### config.mk
export PLATFORM = sky130hd
export DESIGN_NAME = terminal_key_sequence_decoder_unit
export DESIGN_NICKNAME = d
export VERILOG_FILES = /design/src/rtl/tksd_pkg.sv /design/src/rtl/tksd_ram.sv /design/src/rtl/tksd_front.sv /design/src/rtl/tksd_queue.sv /design/src/rtl/tksd_back.sv /design/src/rtl/terminal_key_sequence_decoder_unit.sv
export SDC_FILE = /design/constraint.sdc
export NUM_CORES = 1
export LEC_CHECK = 0
export ABC_AREA = 1
export BUFFER_PORTS_ARGS = -buffer_cell sky130_fd_sc_hd__buf_2
export CAP_MARGIN = 20
export CORE_MARGIN = 8
export CORE_UTILIZATION = 45
export DETAILED_ROUTE_END_ITERATION = 7
export PLACE_DENSITY = 0.65
export SYNTH_ARGS = -nofsm -noshare
export SYNTH_HDL_FRONTEND = slang
export SYNTH_SLANG_ARGS = --single-unit
### constraint.sdc
create_clock -name clk -period 10.1 [get_ports clk]
set_input_delay 1.01 -clock clk [delete_from_list [all_inputs] [get_ports clk]]
set_output_delay 1.01 -clock clk [all_outputs]
set_load 0.01 [all_outputs]
### src/rtl/tksd_pkg.sv
// package: constants, command type and key mapping functions of the terminal key decoder
`default_nettype none
package tksd_pkg;

	localparam int MaxSeqBytes = 30;
	localparam int SeqDepth    = MaxSeqBytes + 1;
	localparam int AddrW       = $clog2(SeqDepth);
	localparam int LenW        = $clog2(SeqDepth + 1);
	localparam int QDepth      = 2;
	localparam int QPtrW       = (QDepth > 1) ? $clog2(QDepth) : 1;
	localparam int QCntW       = $clog2(QDepth + 1);

	localparam logic CmdByte    = 1'b0;
	localparam logic CmdTimeout = 1'b1;

	localparam logic [7:0] ByteNul     = 8'h00;
	localparam logic [7:0] ByteBs      = 8'h08;
	localparam logic [7:0] ByteTab     = 8'h09;
	localparam logic [7:0] ByteLf      = 8'h0a;
	localparam logic [7:0] ByteCr      = 8'h0d;
	localparam logic [7:0] ByteCtrlEnd = 8'h1a;
	localparam logic [7:0] ByteEsc     = 8'h1b;
	localparam logic [7:0] ByteSpace   = 8'h20;
	localparam logic [7:0] ByteZero    = 8'h30;
	localparam logic [7:0] ByteNine    = 8'h39;
	localparam logic [7:0] ByteSemi    = 8'h3b;
	localparam logic [7:0] ByteFinLo   = 8'h40;
	localparam logic [7:0] ByteUpA     = 8'h41;
	localparam logic [7:0] ByteUpD     = 8'h44;
	localparam logic [7:0] ByteUpF     = 8'h46;
	localparam logic [7:0] ByteUpH     = 8'h48;
	localparam logic [7:0] ByteSs3     = 8'h4f;
	localparam logic [7:0] ByteUpP     = 8'h50;
	localparam logic [7:0] ByteUpS     = 8'h53;
	localparam logic [7:0] ByteUpZ     = 8'h5a;
	localparam logic [7:0] ByteCsi     = 8'h5b;
	localparam logic [7:0] ByteLowA    = 8'h61;
	localparam logic [7:0] ByteFinHi   = 8'h7e;
	localparam logic [7:0] ByteDel     = 8'h7f;

	localparam logic [7:0] VtHome     = 8'd1;
	localparam logic [7:0] VtDelete   = 8'd3;
	localparam logic [7:0] VtEnd      = 8'd4;
	localparam logic [7:0] VtPageUp   = 8'd5;
	localparam logic [7:0] VtPageDown = 8'd6;
	localparam logic [7:0] VtHomeAlt  = 8'd7;
	localparam logic [7:0] VtEndAlt   = 8'd8;

	localparam logic [3:0] KindChar  = 4'd0;
	localparam logic [3:0] KindBksp  = 4'd1;
	localparam logic [3:0] KindEnter = 4'd2;
	localparam logic [3:0] KindTab   = 4'd3;
	localparam logic [3:0] KindEsc   = 4'd4;
	localparam logic [3:0] KindUp    = 4'd5;
	localparam logic [3:0] KindHome  = 4'd9;
	localparam logic [3:0] KindEnd   = 4'd10;
	localparam logic [3:0] KindDel   = 4'd11;
	localparam logic [3:0] KindPgUp  = 4'd12;
	localparam logic [3:0] KindPgDn  = 4'd13;
	localparam logic [3:0] KindFn    = 4'd14;
	localparam logic [3:0] KindRaw   = 4'd15;

	localparam logic [2:0] ModNone  = 3'b000;
	localparam logic [2:0] ModShift = 3'b001;
	localparam logic [2:0] ModAlt   = 3'b010;
	localparam logic [2:0] ModCtrl  = 3'b100;

	typedef logic [AddrW-1:0] addr_t;
	typedef logic [LenW-1:0]  len_t;

	typedef struct packed {
		logic       is_raw;
		logic [3:0] kind;
		logic [7:0] char_code;
		logic [4:0] fn_number;
		logic [2:0] mods;
		len_t       len;
	} cmd_t;

	function automatic cmd_t key_cmd(input logic [3:0] kind, input logic [7:0] ch,
		input logic [4:0] fn, input logic [2:0] mods);
		cmd_t r;
		r.is_raw    = 1'b0;
		r.kind      = kind;
		r.char_code = ch;
		r.fn_number = fn;
		r.mods      = mods;
		r.len       = '0;
		return r;
	endfunction

	function automatic cmd_t raw_cmd(input len_t n);
		cmd_t r;
		r.is_raw    = 1'b1;
		r.kind      = KindRaw;
		r.char_code = 8'd0;
		r.fn_number = 5'd0;
		r.mods      = ModNone;
		r.len       = n;
		return r;
	endfunction

	function automatic cmd_t char_key(input logic [7:0] c, input logic [2:0] mods);
		cmd_t r;
		if (c inside {ByteDel, ByteBs}) begin
			r = key_cmd(KindBksp, 8'd0, 5'd0, mods);
		end else if (c inside {ByteCr, ByteLf}) begin
			r = key_cmd(KindEnter, 8'd0, 5'd0, mods);
		end else if (c == ByteTab) begin
			r = key_cmd(KindTab, 8'd0, 5'd0, mods);
		end else if (c inside {[8'd1 : ByteCtrlEnd - 8'd1]}) begin
			r = key_cmd(KindChar, ByteLowA + c - 8'd1, 5'd0, mods | ModCtrl);
		end else if (c == ByteNul) begin
			r = key_cmd(KindChar, ByteSpace, 5'd0, mods);
		end else begin
			r = key_cmd(KindChar, c, 5'd0, mods);
		end
		return r;
	endfunction

	function automatic logic [4:0] vt_fn(input logic [7:0] code);
		logic [7:0] t;
		t = 8'd0;
		if (code inside {[8'd11 : 8'd15]}) t = code - 8'd10;
		else if (code inside {[8'd17 : 8'd21]}) t = code - 8'd11;
		else if (code inside {[8'd23 : 8'd26]}) t = code - 8'd12;
		else if (code inside {[8'd28 : 8'd29]}) t = code - 8'd13;
		else if (code inside {[8'd31 : 8'd34]}) t = code - 8'd14;
		return t[4:0];
	endfunction

	function automatic logic [7:0] acc_digit(input logic [7:0] v, input logic [3:0] d);
		logic [11:0] n;
		n = 12'(v) * 12'd10 + 12'(d);
		return (n > 12'd255) ? 8'hff : n[7:0];
	endfunction

endpackage
`default_nettype wire

### src/rtl/tksd_ram.sv
// generic simple dual-port ram with registered read
`default_nettype none
module tksd_ram #(
	parameter int Width = 8,
	parameter int Depth = 32
) (
	input  logic                     clk,
	input  logic                     we,
	input  logic [$clog2(Depth)-1:0] waddr,
	input  logic [Width-1:0]         wdata,
	input  logic                     re,
	input  logic [$clog2(Depth)-1:0] raddr,
	output logic [Width-1:0]         rdata
);
	logic [Width-1:0] mem_q [Depth];

	always_ff @(posedge clk) begin
		if (we) begin
			mem_q[waddr] <= wdata;
		end
		if (re) begin
			rdata <= mem_q[raddr];
		end
	end
endmodule
`default_nettype wire

### src/rtl/tksd_front.sv
// front end: accepts bytes and timeouts, tracks escape sequences and issues key commands
`default_nettype none
module tksd_front (
	input  logic           clk,
	input  logic           arst_n,
	input  logic           in_valid,
	output logic           in_ready,
	input  logic           cmd,
	input  logic [7:0]     data_byte,
	input  logic           q_full,
	output logic           q_push,
	output tksd_pkg::cmd_t q_data,
	output logic           ram_we,
	output tksd_pkg::addr_t ram_waddr,
	output logic [7:0]     ram_wdata,
	input  logic           replay_done
);
	import tksd_pkg::*;

	localparam logic [1:0] PhIdle    = 2'd0;
	localparam logic [1:0] PhEsc     = 2'd1;
	localparam logic [1:0] PhCollect = 2'd2;

	logic [1:0] phase_q;
	logic       is_ss3_q;
	len_t       seq_len_q;
	logic [7:0] first_q;
	logic       first_bad_q;
	logic [7:0] second_q;
	logic       second_bad_q;
	logic [1:0] sep_cnt_q;
	logic       second_present_q;
	logic       raw_busy_q;

	logic       accept;
	logic       is_fin;
	logic       is_digit;
	logic       is_start;
	logic       at_limit;
	len_t       new_len;
	logic [7:0] mcode;
	logic [7:0] mcode_m1;
	logic [7:0] kcode;
	logic [2:0] mods;
	logic [7:0] off;
	logic [4:0] vfn;
	cmd_t       dec_cmd;

	assign in_ready = !q_full && !raw_busy_q;
	assign accept   = in_valid && in_ready;
	assign is_fin   = data_byte inside {[ByteFinLo : ByteFinHi]};
	assign is_digit = data_byte inside {[ByteZero : ByteNine]};
	assign is_start = data_byte inside {ByteCsi, ByteSs3};
	assign at_limit = seq_len_q >= len_t'(MaxSeqBytes);
	assign new_len  = seq_len_q + len_t'(1);

	// sequence decode at the final byte
	always_comb begin
		mcode    = second_present_q ? (second_bad_q ? 8'd0 : second_q) : 8'd1;
		mcode_m1 = mcode - 8'd1;
		mods     = (mcode inside {[8'd2 : 8'd8]}) ? mcode_m1[2:0] : ModNone;
		kcode    = first_bad_q ? 8'd0 : first_q;
		vfn      = vt_fn(kcode);
		off      = 8'd0;
		dec_cmd  = raw_cmd(new_len);
		if (data_byte inside {[ByteUpP : ByteUpS]}) begin
			off     = data_byte - ByteUpP + 8'd1;
			dec_cmd = key_cmd(KindFn, 8'd0, off[4:0], mods);
		end else if (data_byte == ByteUpF) begin
			dec_cmd = key_cmd(KindEnd, 8'd0, 5'd0, mods);
		end else if (data_byte == ByteUpH) begin
			dec_cmd = key_cmd(KindHome, 8'd0, 5'd0, mods);
		end else if (data_byte inside {[ByteUpA : ByteUpD]}) begin
			off     = data_byte - ByteUpA;
			dec_cmd = key_cmd(KindUp + off[3:0], 8'd0, 5'd0, mods);
		end else if (!is_ss3_q) begin
			if (data_byte == ByteUpZ) begin
				dec_cmd = key_cmd(KindTab, 8'd0, 5'd0, ModShift);
			end else if (data_byte == ByteFinHi) begin
				if (kcode inside {VtHome, VtHomeAlt}) begin
					dec_cmd = key_cmd(KindHome, 8'd0, 5'd0, mods);
				end else if (kcode == VtDelete) begin
					dec_cmd = key_cmd(KindDel, 8'd0, 5'd0, mods);
				end else if (kcode inside {VtEnd, VtEndAlt}) begin
					dec_cmd = key_cmd(KindEnd, 8'd0, 5'd0, mods);
				end else if (kcode == VtPageUp) begin
					dec_cmd = key_cmd(KindPgUp, 8'd0, 5'd0, mods);
				end else if (kcode == VtPageDown) begin
					dec_cmd = key_cmd(KindPgDn, 8'd0, 5'd0, mods);
				end else if (vfn != 5'd0) begin
					dec_cmd = key_cmd(KindFn, 8'd0, vfn, mods);
				end
			end
		end
	end

	always_comb begin
		q_push    = 1'b0;
		q_data    = raw_cmd(seq_len_q);
		ram_we    = 1'b0;
		ram_waddr = seq_len_q[AddrW-1:0];
		ram_wdata = data_byte;
		if (accept) begin
			if (cmd == CmdTimeout) begin
				if (phase_q == PhEsc) begin
					q_push = 1'b1;
					q_data = key_cmd(KindEsc, 8'd0, 5'd0, ModNone);
				end else if (phase_q == PhCollect) begin
					q_push = 1'b1;
				end
			end else begin
				case (phase_q)
					PhEsc: begin
						if (is_start) begin
							ram_we    = 1'b1;
							ram_waddr = '0;
						end else begin
							q_push = 1'b1;
							q_data = char_key(data_byte, ModAlt);
						end
					end
					PhCollect: begin
						ram_we = 1'b1;
						if (is_fin) begin
							q_push = 1'b1;
							q_data = dec_cmd;
						end else if (at_limit) begin
							q_push = 1'b1;
							q_data = raw_cmd(new_len);
						end
					end
					default: begin
						if (data_byte != ByteEsc) begin
							q_push = 1'b1;
							q_data = char_key(data_byte, ModNone);
						end
					end
				endcase
			end
		end
	end

	always_ff @(posedge clk or negedge arst_n) begin
		if (!arst_n) begin
			phase_q          <= PhIdle;
			is_ss3_q         <= 1'b0;
			seq_len_q        <= '0;
			first_q          <= 8'd0;
			first_bad_q      <= 1'b0;
			second_q         <= 8'd0;
			second_bad_q     <= 1'b0;
			sep_cnt_q        <= 2'd0;
			second_present_q <= 1'b0;
			raw_busy_q       <= 1'b0;
		end else begin
			if (replay_done) begin
				raw_busy_q <= 1'b0;
			end
			if (q_push && q_data.is_raw) begin
				raw_busy_q <= 1'b1;
			end
			if (accept) begin
				if (cmd == CmdTimeout) begin
					phase_q <= PhIdle;
				end else begin
					case (phase_q)
						PhEsc: begin
							if (is_start) begin
								phase_q          <= PhCollect;
								is_ss3_q         <= (data_byte == ByteSs3);
								seq_len_q        <= len_t'(1);
								first_q          <= 8'd0;
								first_bad_q      <= 1'b0;
								second_q         <= 8'd0;
								second_bad_q     <= 1'b0;
								sep_cnt_q        <= 2'd0;
								second_present_q <= 1'b0;
							end else begin
								phase_q <= PhIdle;
							end
						end
						PhCollect: begin
							seq_len_q <= new_len;
							if (is_fin || at_limit) begin
								phase_q <= PhIdle;
							end else begin
								if (sep_cnt_q != 2'd0) begin
									second_present_q <= 1'b1;
								end
								if (data_byte == ByteSemi) begin
									if (sep_cnt_q != 2'd3) begin
										sep_cnt_q <= sep_cnt_q + 2'd1;
									end
								end else if (sep_cnt_q == 2'd0) begin
									if (is_digit) first_q <= acc_digit(first_q, data_byte[3:0]);
									else first_bad_q <= 1'b1;
								end else if (sep_cnt_q == 2'd1) begin
									if (is_digit) second_q <= acc_digit(second_q, data_byte[3:0]);
									else second_bad_q <= 1'b1;
								end
							end
						end
						default: begin
							phase_q <= (data_byte == ByteEsc) ? PhEsc : PhIdle;
						end
					endcase
				end
			end
		end
	end

`ifndef SYNTHESIS
	assert property (@(posedge clk) disable iff (!arst_n)
		(phase_q == PhCollect) |-> (seq_len_q >= len_t'(1) && seq_len_q <= len_t'(MaxSeqBytes)))
		else $error("collect length out of range");
	assert property (@(posedge clk) disable iff (!arst_n)
		(q_push && q_data.is_raw) |-> (q_data.len != '0 && !raw_busy_q))
		else $error("raw run issued while replay busy or empty");
`endif
endmodule
`default_nettype wire

### src/rtl/tksd_queue.sv
// short command queue between front and back end
`default_nettype none
module tksd_queue (
	input  logic           clk,
	input  logic           arst_n,
	input  logic           push,
	input  tksd_pkg::cmd_t push_data,
	output logic           full,
	input  logic           pop,
	output logic           empty,
	output tksd_pkg::cmd_t head
);
	import tksd_pkg::*;

	cmd_t             entries_q [QDepth];
	logic [QPtrW-1:0] wr_ptr_q;
	logic [QPtrW-1:0] rd_ptr_q;
	logic [QCntW-1:0] count_q;

	assign full  = count_q == QCntW'(QDepth);
	assign empty = count_q == '0;
	assign head  = entries_q[rd_ptr_q];

	function automatic logic [QPtrW-1:0] ptr_inc(input logic [QPtrW-1:0] p);
		return (p == QPtrW'(QDepth - 1)) ? '0 : p + QPtrW'(1);
	endfunction

	always_ff @(posedge clk) begin
		if (push) begin
			entries_q[wr_ptr_q] <= push_data;
		end
	end

	always_ff @(posedge clk or negedge arst_n) begin
		if (!arst_n) begin
			wr_ptr_q <= '0;
			rd_ptr_q <= '0;
			count_q  <= '0;
		end else begin
			if (push) wr_ptr_q <= ptr_inc(wr_ptr_q);
			if (pop) rd_ptr_q <= ptr_inc(rd_ptr_q);
			if (push && !pop) count_q <= count_q + QCntW'(1);
			else if (pop && !push) count_q <= count_q - QCntW'(1);
		end
	end

`ifndef SYNTHESIS
	assert property (@(posedge clk) disable iff (!arst_n) !(push && full))
		else $error("queue overflow");
	assert property (@(posedge clk) disable iff (!arst_n) !(pop && empty))
		else $error("queue underflow");
`endif
endmodule
`default_nettype wire

### src/rtl/tksd_back.sv
// back end: turns queued commands into key results and replays raw runs from the buffer
`default_nettype none
module tksd_back (
	input  logic            clk,
	input  logic            arst_n,
	input  logic            q_empty,
	input  tksd_pkg::cmd_t  q_head,
	output logic            q_pop,
	output logic            ram_re,
	output tksd_pkg::addr_t ram_raddr,
	input  logic [7:0]      ram_rdata,
	output logic            replay_done,
	output logic            out_valid,
	input  logic            out_ready,
	output logic [3:0]      key_kind,
	output logic [7:0]      char_code,
	output logic [4:0]      fn_number,
	output logic            shift_mod,
	output logic            alt_mod,
	output logic            ctrl_mod,
	output logic            last_of_run
);
	import tksd_pkg::*;

	localparam logic [1:0] BkIdle = 2'd0;
	localparam logic [1:0] BkRead = 2'd1;
	localparam logic [1:0] BkHold = 2'd2;

	logic [1:0] state_q;
	len_t       idx_q;
	len_t       len_q;
	logic       out_valid_q;

	logic out_free;
	logic load_single;
	logic load_raw;
	logic last_byte;

	assign out_free    = !out_valid_q || out_ready;
	assign q_pop       = (state_q == BkIdle) && !q_empty && (q_head.is_raw || out_free);
	assign load_single = q_pop && !q_head.is_raw;
	assign load_raw    = (state_q == BkHold) && out_free;
	assign last_byte   = (idx_q + len_t'(1)) == len_q;
	assign replay_done = load_raw && last_byte;
	assign ram_re      = state_q == BkRead;
	assign ram_raddr   = idx_q[AddrW-1:0];
	assign out_valid   = out_valid_q;

	always_ff @(posedge clk or negedge arst_n) begin
		if (!arst_n) begin
			state_q     <= BkIdle;
			idx_q       <= '0;
			len_q       <= '0;
			out_valid_q <= 1'b0;
		end else begin
			if (load_single || load_raw) out_valid_q <= 1'b1;
			else if (out_ready) out_valid_q <= 1'b0;
			case (state_q)
				BkIdle: begin
					if (q_pop && q_head.is_raw) begin
						state_q <= BkRead;
						idx_q   <= '0;
						len_q   <= q_head.len;
					end
				end
				BkRead: begin
					state_q <= BkHold;
				end
				BkHold: begin
					if (load_raw) begin
						if (last_byte) begin
							state_q <= BkIdle;
						end else begin
							state_q <= BkRead;
							idx_q   <= idx_q + len_t'(1);
						end
					end
				end
				default: begin
					state_q <= BkIdle;
				end
			endcase
		end
	end

	always_ff @(posedge clk) begin
		if (load_single) begin
			key_kind    <= q_head.kind;
			char_code   <= q_head.char_code;
			fn_number   <= q_head.fn_number;
			shift_mod   <= q_head.mods[0];
			alt_mod     <= q_head.mods[1];
			ctrl_mod    <= q_head.mods[2];
			last_of_run <= 1'b1;
		end else if (load_raw) begin
			key_kind    <= KindRaw;
			char_code   <= ram_rdata;
			fn_number   <= 5'd0;
			shift_mod   <= 1'b0;
			alt_mod     <= 1'b0;
			ctrl_mod    <= 1'b0;
			last_of_run <= last_byte;
		end
	end

`ifndef SYNTHESIS
	assert property (@(posedge clk) disable iff (!arst_n)
		(state_q != BkIdle) |-> (idx_q < len_q))
		else $error("replay index past run length");
`endif
endmodule
`default_nettype wire

### src/rtl/terminal_key_sequence_decoder_unit.sv
// top level of the terminal key sequence decoder
// Input channel (in_valid/in_ready) takes one item per transfer: cmd 0 carries a
// received byte in data_byte, cmd 1 is a read timeout. Output channel
// (out_valid/out_ready) gives one decoded key per transfer with key_kind,
// char_code, fn_number, the three modifier flags and last_of_run.
// An item that yields a single key passes a two-entry command queue between the
// parser and the output stage, then the output register; such items can be taken
// every cycle while in_ready is high; the queue absorbs short output stalls.
// An unknown or cut-off escape sequence is replayed as a raw run of up to 31
// bytes read back from the sequence buffer ram; each replayed byte goes through
// a ram read and then an output load, and in_ready stays low from the item that
// starts the run until its last byte reaches the output register.
// While out_ready is low the output register holds its item, the queue fills and
// in_ready drops once the queue is full; nothing is lost.
// Reset (arst_n low) returns the parser to idle, empties the queue and clears
// out_valid; the buffer ram is not cleared and needs no clearing pass.
`default_nettype none
module terminal_key_sequence_decoder_unit (
	input  logic       clk,
	input  logic       arst_n,
	input  logic       in_valid,
	output logic       in_ready,
	input  logic       cmd,
	input  logic [7:0] data_byte,
	output logic       out_valid,
	input  logic       out_ready,
	output logic [3:0] key_kind,
	output logic [7:0] char_code,
	output logic [4:0] fn_number,
	output logic       shift_mod,
	output logic       alt_mod,
	output logic       ctrl_mod,
	output logic       last_of_run
);
	import tksd_pkg::*;

	logic       q_push;
	cmd_t       q_data;
	logic       q_full;
	logic       q_pop;
	logic       q_empty;
	cmd_t       q_head;
	logic       ram_we;
	addr_t      ram_waddr;
	logic [7:0] ram_wdata;
	logic       ram_re;
	addr_t      ram_raddr;
	logic [7:0] ram_rdata;
	logic       replay_done;

	tksd_front u_front (
		.clk         (clk),
		.arst_n      (arst_n),
		.in_valid    (in_valid),
		.in_ready    (in_ready),
		.cmd         (cmd),
		.data_byte   (data_byte),
		.q_full      (q_full),
		.q_push      (q_push),
		.q_data      (q_data),
		.ram_we      (ram_we),
		.ram_waddr   (ram_waddr),
		.ram_wdata   (ram_wdata),
		.replay_done (replay_done)
	);

	tksd_queue u_queue (
		.clk       (clk),
		.arst_n    (arst_n),
		.push      (q_push),
		.push_data (q_data),
		.full      (q_full),
		.pop       (q_pop),
		.empty     (q_empty),
		.head      (q_head)
	);

	tksd_ram #(
		.Width (8),
		.Depth (SeqDepth)
	) u_seq_ram (
		.clk   (clk),
		.we    (ram_we),
		.waddr (ram_waddr),
		.wdata (ram_wdata),
		.re    (ram_re),
		.raddr (ram_raddr),
		.rdata (ram_rdata)
	);

	tksd_back u_back (
		.clk         (clk),
		.arst_n      (arst_n),
		.q_empty     (q_empty),
		.q_head      (q_head),
		.q_pop       (q_pop),
		.ram_re      (ram_re),
		.ram_raddr   (ram_raddr),
		.ram_rdata   (ram_rdata),
		.replay_done (replay_done),
		.out_valid   (out_valid),
		.out_ready   (out_ready),
		.key_kind    (key_kind),
		.char_code   (char_code),
		.fn_number   (fn_number),
		.shift_mod   (shift_mod),
		.alt_mod     (alt_mod),
		.ctrl_mod    (ctrl_mod),
		.last_of_run (last_of_run)
	);
endmodule
`default_nettype wire
Word-level counts from Yosys, hierarchy flattened
Memory sizes are Yosys's and may differ from the RTL's. A register that Yosys moved wholly into a read port is not among the register bits.
Index checks and enable logic that the tools add are counted.
{"block": "totals", "register_bits": 68, "ram_bits": 300, "inputBits": 13, "output_inout_bits": 23, "memories": 2}
{"block": "classes", "n_addsub": 21, "n_mul": 2, "magnitude_cmp": 25, "eq_ne": 44, "n_mux": 127, "bitwise_logic": 1, "n_reduce_logical": 62}
{"name": "u_seq_ram.mem_q", "depth": 31, "width": 8, "read_ports": 1, "rd_clocked_by_memory_dff": 1, "wr": 1, "line": "tksd_ram.sv:15", "rtl": "logic [Width-1:0] mem_q [Depth];"}
{"name": "u_queue.entries_q", "depth": 2, "width": 26, "read_ports": 1, "rd_clocked_by_memory_dff": 0, "wr": 1, "line": "tksd_queue.sv:15", "rtl": "cmd_t entries_q [QDepth];"}
{"cell": "$mux 26", "n": 27}
{"cell": "$mux 8", "n": 17}
{"cell": "$mux 5", "n": 16}
{"cell": "$eq 8x7->1 const B", "n": 7}
{"cell": "$pmux 26 s2", "n": 1}
{"cell": "$mux 21", "n": 2}
{"cell": "$eq 8x4->1 const B", "n": 5}
{"cell": "$mux 1", "n": 38}
{"cell": "$eq 8x3->1 const B", "n": 4}
{"cell": "$ge 8x5->1 const B", "n": 4}
{"cell": "$le 8x5->1 const B", "n": 4}
{"cell": "$pmux 8 s2", "n": 2}
{"cell": "$sub 5x4->5 const B", "n": 5}
{"cell": "$add 12x4->12", "n": 2}
{"cell": "$ge 8x7->1 const B", "n": 3}
{"cell": "$gt 12x8->1 const B", "n": 2}
{"cell": "$le 8x7->1 const B", "n": 3}
{"cell": "$ne 2x2->1 const B", "n": 12}
{"cell": "$reduce_bool 2->1", "n": 12}
{"cell": "$logic_and 1x1->1", "n": 22}
{"cell": "$mul 8x3->11 const B", "n": 2}
{"cell": "$mux 2", "n": 11}
{"cell": "$pmux 5 s2", "n": 2}
{"cell": "$reduce_and 9->1", "n": 2}
{"cell": "other kinds (43)", "n": 77}

Longest topological paths before layout
{"block": "depth", "word_depth": 28, "mapped_depth": 31}

Modules after synthesis
A second synthesis with hierarchy kept.
{"block": "unflattened", "hier_cells": 1906, "area_unflattened_um2": 18866.8}
{"module": "tksd_ram", "instances": 1, "cells_each": 883, "area_each_um2": 10361.2}
{"module": "tksd_front", "instances": 1, "cells_each": 747, "area_each_um2": 4747.1}
{"module": "tksd_queue", "instances": 1, "cells_each": 106, "area_each_um2": 2183.3}
{"module": "tksd_back", "instances": 1, "cells_each": 170, "area_each_um2": 1575.3}

Least setup slack after synthesis
No wires, ideal clock.
{"block": "synth_path", "path_kind": "in2reg", "from": "in data_byte[4]", "to": "mem u_queue.entries_q[1][0] in the netlist's numbering, enable pin", "setup_ns": 0.410, "arrival_ns": 3.727, "t_required_ns": 9.690, "setup_slack_ns": 5.963, "path_stages": 15, "cell_sequence": "clkbuf_2 > inv_1 > nor4_1 > inv_1 > o21ai_0 > nand2_1 > inv_2 > nor2_1 > nor2_1 > nor2_1 > inv_1 > nor2_1 > nor2_1 > inv_1 > nor2_1"}
{"block": "synth_between", "elab_chain_len": 8, "word_cells_on_any_way": 15, "classes_between": "order compare: 2; eq/ne: 3; mux: 8; reduce/logical: 2"}
{"element": "start, declared", "line": "terminal_key_sequence_decoder_unit.sv:24", "rtl": "input logic [7:0] data_byte,"}
{"element": "$ge 8x7->1, or another cell as far along", "line": "tksd_front.sv:51", "rtl": "assign is_fin = data_byte inside {[ByteFinLo : ByteFinHi]};"}
{"element": "$logic_and 1x1->1 / $reduce_bool 2->1 (equally long branches)", "line": "tksd_front.sv:51, tksd_front.sv:53"}
{"element": "$mux 1 (on tied branches)", "line": "tksd_front.sv:124, tksd_front.sv:114"}
{"element": "$pmux 1 s2 *", "line": "tksd_front.sv:112", "rtl": "case (phase_q)"}
{"element": "$mux 1 *", "line": "tksd_front.sv:104", "rtl": "if (cmd == CmdTimeout) begin"}
{"element": "$mux 1 *", "line": "tksd_front.sv:103", "rtl": "if (accept) begin"}
{"element": "net q_push", "line": "terminal_key_sequence_decoder_unit.sv:37", "rtl": "logic q_push;"}
{"element": "$mux 1 *", "line": "tksd_queue.sv:29", "rtl": "if (push) begin"}
{"element": "$mux 1 (implied by the code) *", "line": "tksd_queue.sv:30", "rtl": "entries_q[wr_ptr_q] <= push_data;"}
{"element": "end, declared", "line": "tksd_queue.sv:15"}
Mark *: on every way through the listed nets, which the timed path passes. The rest lies on a longest branch.

Final worst setup path
{"block": "layout_path", "from": "in data_byte[6]", "to": "mem u_seq_ram.mem_q[6][2], enable pin"}
{"block": "layout_between", "elab_chain_len": 8, "word_cells_on_any_way": 13, "classes_between": "eq/ne: 2; mux: 10; reduce/logical: 1"}
{"element": "$eq 8x7->1", "line": "tksd_front.sv:53", "rtl": "assign is_start = data_byte inside {ByteCsi, ByteSs3};"}
{"element": "$reduce_bool 2->1 *", "line": "tksd_front.sv:53"}
{"element": "$mux 1", "line": "tksd_front.sv:114", "rtl": "if (is_start) begin"}
{"element": "$pmux 1 s2", "line": "tksd_front.sv:112"}
{"element": "$mux 1", "line": "tksd_front.sv:104"}
{"element": "$mux 1", "line": "tksd_front.sv:103"}
{"element": "$mux 1", "line": "tksd_ram.sv:18", "rtl": "if (we) begin"}
{"element": "$mux 1 (implied by the code)", "line": "tksd_ram.sv:19", "rtl": "mem_q[waddr] <= wdata;"}
{"element": "end, declared", "line": "tksd_ram.sv:15"}
Mark *: on every way between the ends. The rest lies on a longest branch, timed or not.

==> flow_metrics.tcl <==
set metrics [dict create \
    nNetsFinal 1865 \
    cp_max_fo 35 \
    syn_area_sq_um 18100 \
    hold_slack_ns 0.470 \
    track_usage_pct 18.9 \
    synth_top_family_by_area "simple AND/OR/NAND/NOR gates" \
    synth_fp_nets 1839 \
    hold_viol_final 0 \
    grt_setup_unrepaired "no" \
    avgSynthCellArea_sq_um 10.3 \
    fill_cells 3525 \
    synthAdderAreaFrac_pct 4.87 \
    cp.required_ns 10.26 \
    skew_ns 0.0145 \
    crit_arrival_ns 4.63 \
    cts_buffers 39 \
    maxCapViolCount 0 \
    netlist.area_leader.share_pct 54.5 \
    cp_common_cell "inv_1" \
    tightest_slew_ns 0.935 \
    die_height_microns 216 \
    routed_wl_microns 45000 \
    cts_hold_buf 0 \
    synth-async-reset-ratio_pct 12.5 \
    overflow 0 \
    slew_viol_final 0 \
    netSwitchingFraction_pct 30.2 \
    ys_seq_area_share_pct 61.1 \
    synth_edf_count 328 \
    synth.area.mux_share_pct 0 \
    fin_setup_tns_ns 0 \
    end_kind "register" \
    worstPathCellList "buf_2 -> buf_4 -> inv_1 -> nor2_1 -> inv_1 -> nor2_1 -> nand3_1 -> nand2_1 -> inv_1 -> nor2_2 -> inv_1 -> a21oi_1 -> inv_1 -> nor2_1 -> nand4_1 -> nor2_1" \
    max_stage_delay_ns 0.81 \
    cts_resized 0 \
    synthSimpleGateAreaFrac_pct 15.3 \
    clk_path_buf_depth 3 \
    stdcell_count 2336 \
    vias 13200 \
    syn_inst 1758 \
    synth_top_cell_by_area "edfxtp_1" \
    chipWidth_microns 216 \
    ioPinCount 36 \
    core_sq_um 39700 \
    ir_worst_vdd_v 0.000108 \
    clkPwrFrac_pct 32.9 \
    status "completed" \
    grt_pass1_vias 12700 \
    critical_path.startpoint_type "primary input" \
    fin_crit_sh_pct 44.3 \
    viasPerCell 5.66 \
    numClockSinks 376 \
    max_freq_ghz 0.223 \
    ys_top_cells_by_area "edfxtp_1 (54%), dfrtp_1 (6.5%), nor2_1 (5.7%)" \
    drc 0 \
    rows 73 \
    pwr-share-seq_pct 46.6 \
    antenna_found_initial 1 \
    p_sw_mw 1.23 \
    critPathKind "primary input to register" \
    multi_input_area_sq_um 6260 \
    synth_seq_cells 376 \
    dieArea_sq_um 46900 \
    grt_max_degree 75 \
    total_power_mw 4.07 \
    synth_warnings 0 \
    setup_viol 0 \
    hold_class "register to register" \
    drive_gt1_share_pct 8.50 \
    ys.flop_type "edfxtp_1" \
    cts_tree "done" \
    cts_root_buf "clkbuf_16" \
    syn_to_final_growth_pct 10.5 \
    slew_headroom_pct 37.6 \
    place_congestion 0.948 \
    fin_crit_ns 4.48 \
    comb_power_share_pct 20.4 \
    power_density_nw_per_um2 204 \
    synth_compound_area_share_pct 13.1 \
    initial_core_util_pct 45.5 \
    drt_iter0_markers 1246 \
    clock_latency_ns 0.53 \
    hpwl_microns 30300 \
    p_leak_nw 7.41 \
    dr.pass1.iters 5 \
    seqCellArea_sq_um 11100 \
    numPortBuffers 35 \
    final_cell_mix "edfxtp_1 (328), nor2_1 (272), nand2_1 (267), o21ai_0 (187), inv_1 (125)" \
    post-cts-setup-buffer-count 0 \
    crit_slowest_cell "nor2_1" \
    drt-wirelength-per-cell_microns 19.3 \
    antenna_cells 0 \
    p_int_mw 2.84 \
    htree_levels 2 \
    grt_pass1_wl_microns 70500 \
    yosysUniqueCellTypes 55 \
    ant_nets 0 \
    synth_xor_area_share_pct 1.31 \
    layout_commonest_cell "edfxtp_1" \
    placed_cells 2267 \
    clkTransAtPathRegs_ns 0.06 \
]
[registers in the layout (all words and copies together) (netlist names), 2 cells and up]
signal and count:
u_back.char_code 8, u_back.fn_number 5, u_back.key_kind 4, u_back.len_q 5
u_back.ram_raddr 5, u_back.state_q 2, u_front.first_q 8, u_front.phase_q 2
u_front.second_q 8, u_front.sep_cnt_q 2, u_front.seq_len_q 5, u_queue.count_q 2
u_queue.entries_q 52, u_seq_ram.mem_q 248, u_seq_ram.rdata 8
[power groups by stage]
stage / sequential [mW] / clock [mW] / combinational (mW)
5_1_grt: 1.91 / 1.41 / 0.929
6_report: 1.90 / 1.34 / 0.832
4_1_cts: 1.90 / 1.35 / 0.833
3_3_place_gp: 1.93 / 0 / 0.824
2_1_floorplan: 1.90 / 0 / 0.545
3_5_place_dp: 1.93 / 0 / 0.829
[routing by layer]
layer	GRT usage, %	part of all wire (%)	vias up	wire length, microns
li1	-	-	6242	-
met1	25.4	43	6401	19500
met2	31.2	47	475	21300
met3	2.90	6.7	97	3010
met4	6.13	2.7	2	1220
met5	0	0.027	-	12
[worst paths after layout]
path                                            startpoint                         endpoint  slack (ns)  depth (start not counted)
setup / recovery                              data_byte[6]  u_seq_ram.mem_q[6][2]$_DFFE_PP_        5.62                         16
hold / removal             u_back.last_of_run$_SDFFE_PP1P_  u_back.last_of_run$_SDFFE_PP1P_        0.47                          2
setup reg to reg              u_queue.rd_ptr_q$_DFFE_PN0P_    u_back.ctrl_mod$_SDFFCE_PN0P_        6.07                          8
hold reg to reg            u_back.last_of_run$_SDFFE_PP1P_  u_back.last_of_run$_SDFFE_PP1P_        0.47                          2
max in group asynchronous                           arst_n  u_back.ram_raddr[0]$_DFFE_PN0P_        8.98                          2
min in group asynchronous                           arst_n  u_back.ram_raddr[2]$_DFFE_PN0P_        0.61                          2
[cells in the mapped netlist, types with 2 or more instances]
cell type,instances
xnor2_1,12
nand2_4,3
nor2_2,3
o22ai_1,65
o21ai_4,2
o32ai_1,2
o21ai_0,187
nand4_1,11
dfrtp_1,47
nor2_1,274
nor4_1,3
nand2_2,10
nor2_4,2
xor2_1,15
a21oi_1,85
nor3_1,21
inv_1,126
a2111oi_0,2
clkbuf_1,62
o31ai_1,14
clkinv_1,2
a221oi_1,6
nand3_1,57
nand3_2,3
nand2_1,267
edfxtp_1,328
or2_1,2
and2_1,2
buf_1,7
inv_2,7
o21ai_2,3
o21bai_1,3
o21ai_1,9
o211ai_1,8
a31oi_1,17
a211oi_1,3
ha_1,64
o2111ai_1,3
or2_2,2
fa_1,4
[worst max-delay path, delay by kind of cell]
family,cells,cell delay (ns)
AND/OR/NAND/NOR,8,2.44
AO/OA/AOI/OAI,1,0.21
buffers and inverters,7,0.96
[final cells by class]
type	instances	area share, %
clock inverter	18	0.758
sequential	376	55.3
tap	525	3.29
timing repair buffer	56	1.67
inverter	135	2.54
multi-input combinational	1176	31.3
clock buffer	50	5.09
[stage by stage]
stage	utilization, %	worst slack (ns)	instance area, sq um
floorplan	-	5.96	18100
global placement	47.3	5.22	18800
detailed placement	47.3	5.12	18800
CTS	50.3	5.67	20000
global route	50.3	5.28	20000
finish	50.3	5.62	20000
[kinds of logic after synthesis]
family,after synthesis
flip-flops,376
XOR/XNOR,27
buffers and inverters,206
AO/OA/AOI/OAI,416
AND/OR/NAND/NOR,665
adder cells (fa/ha/maj),68
No activity file was read; power rests on OpenSTA's default activity.
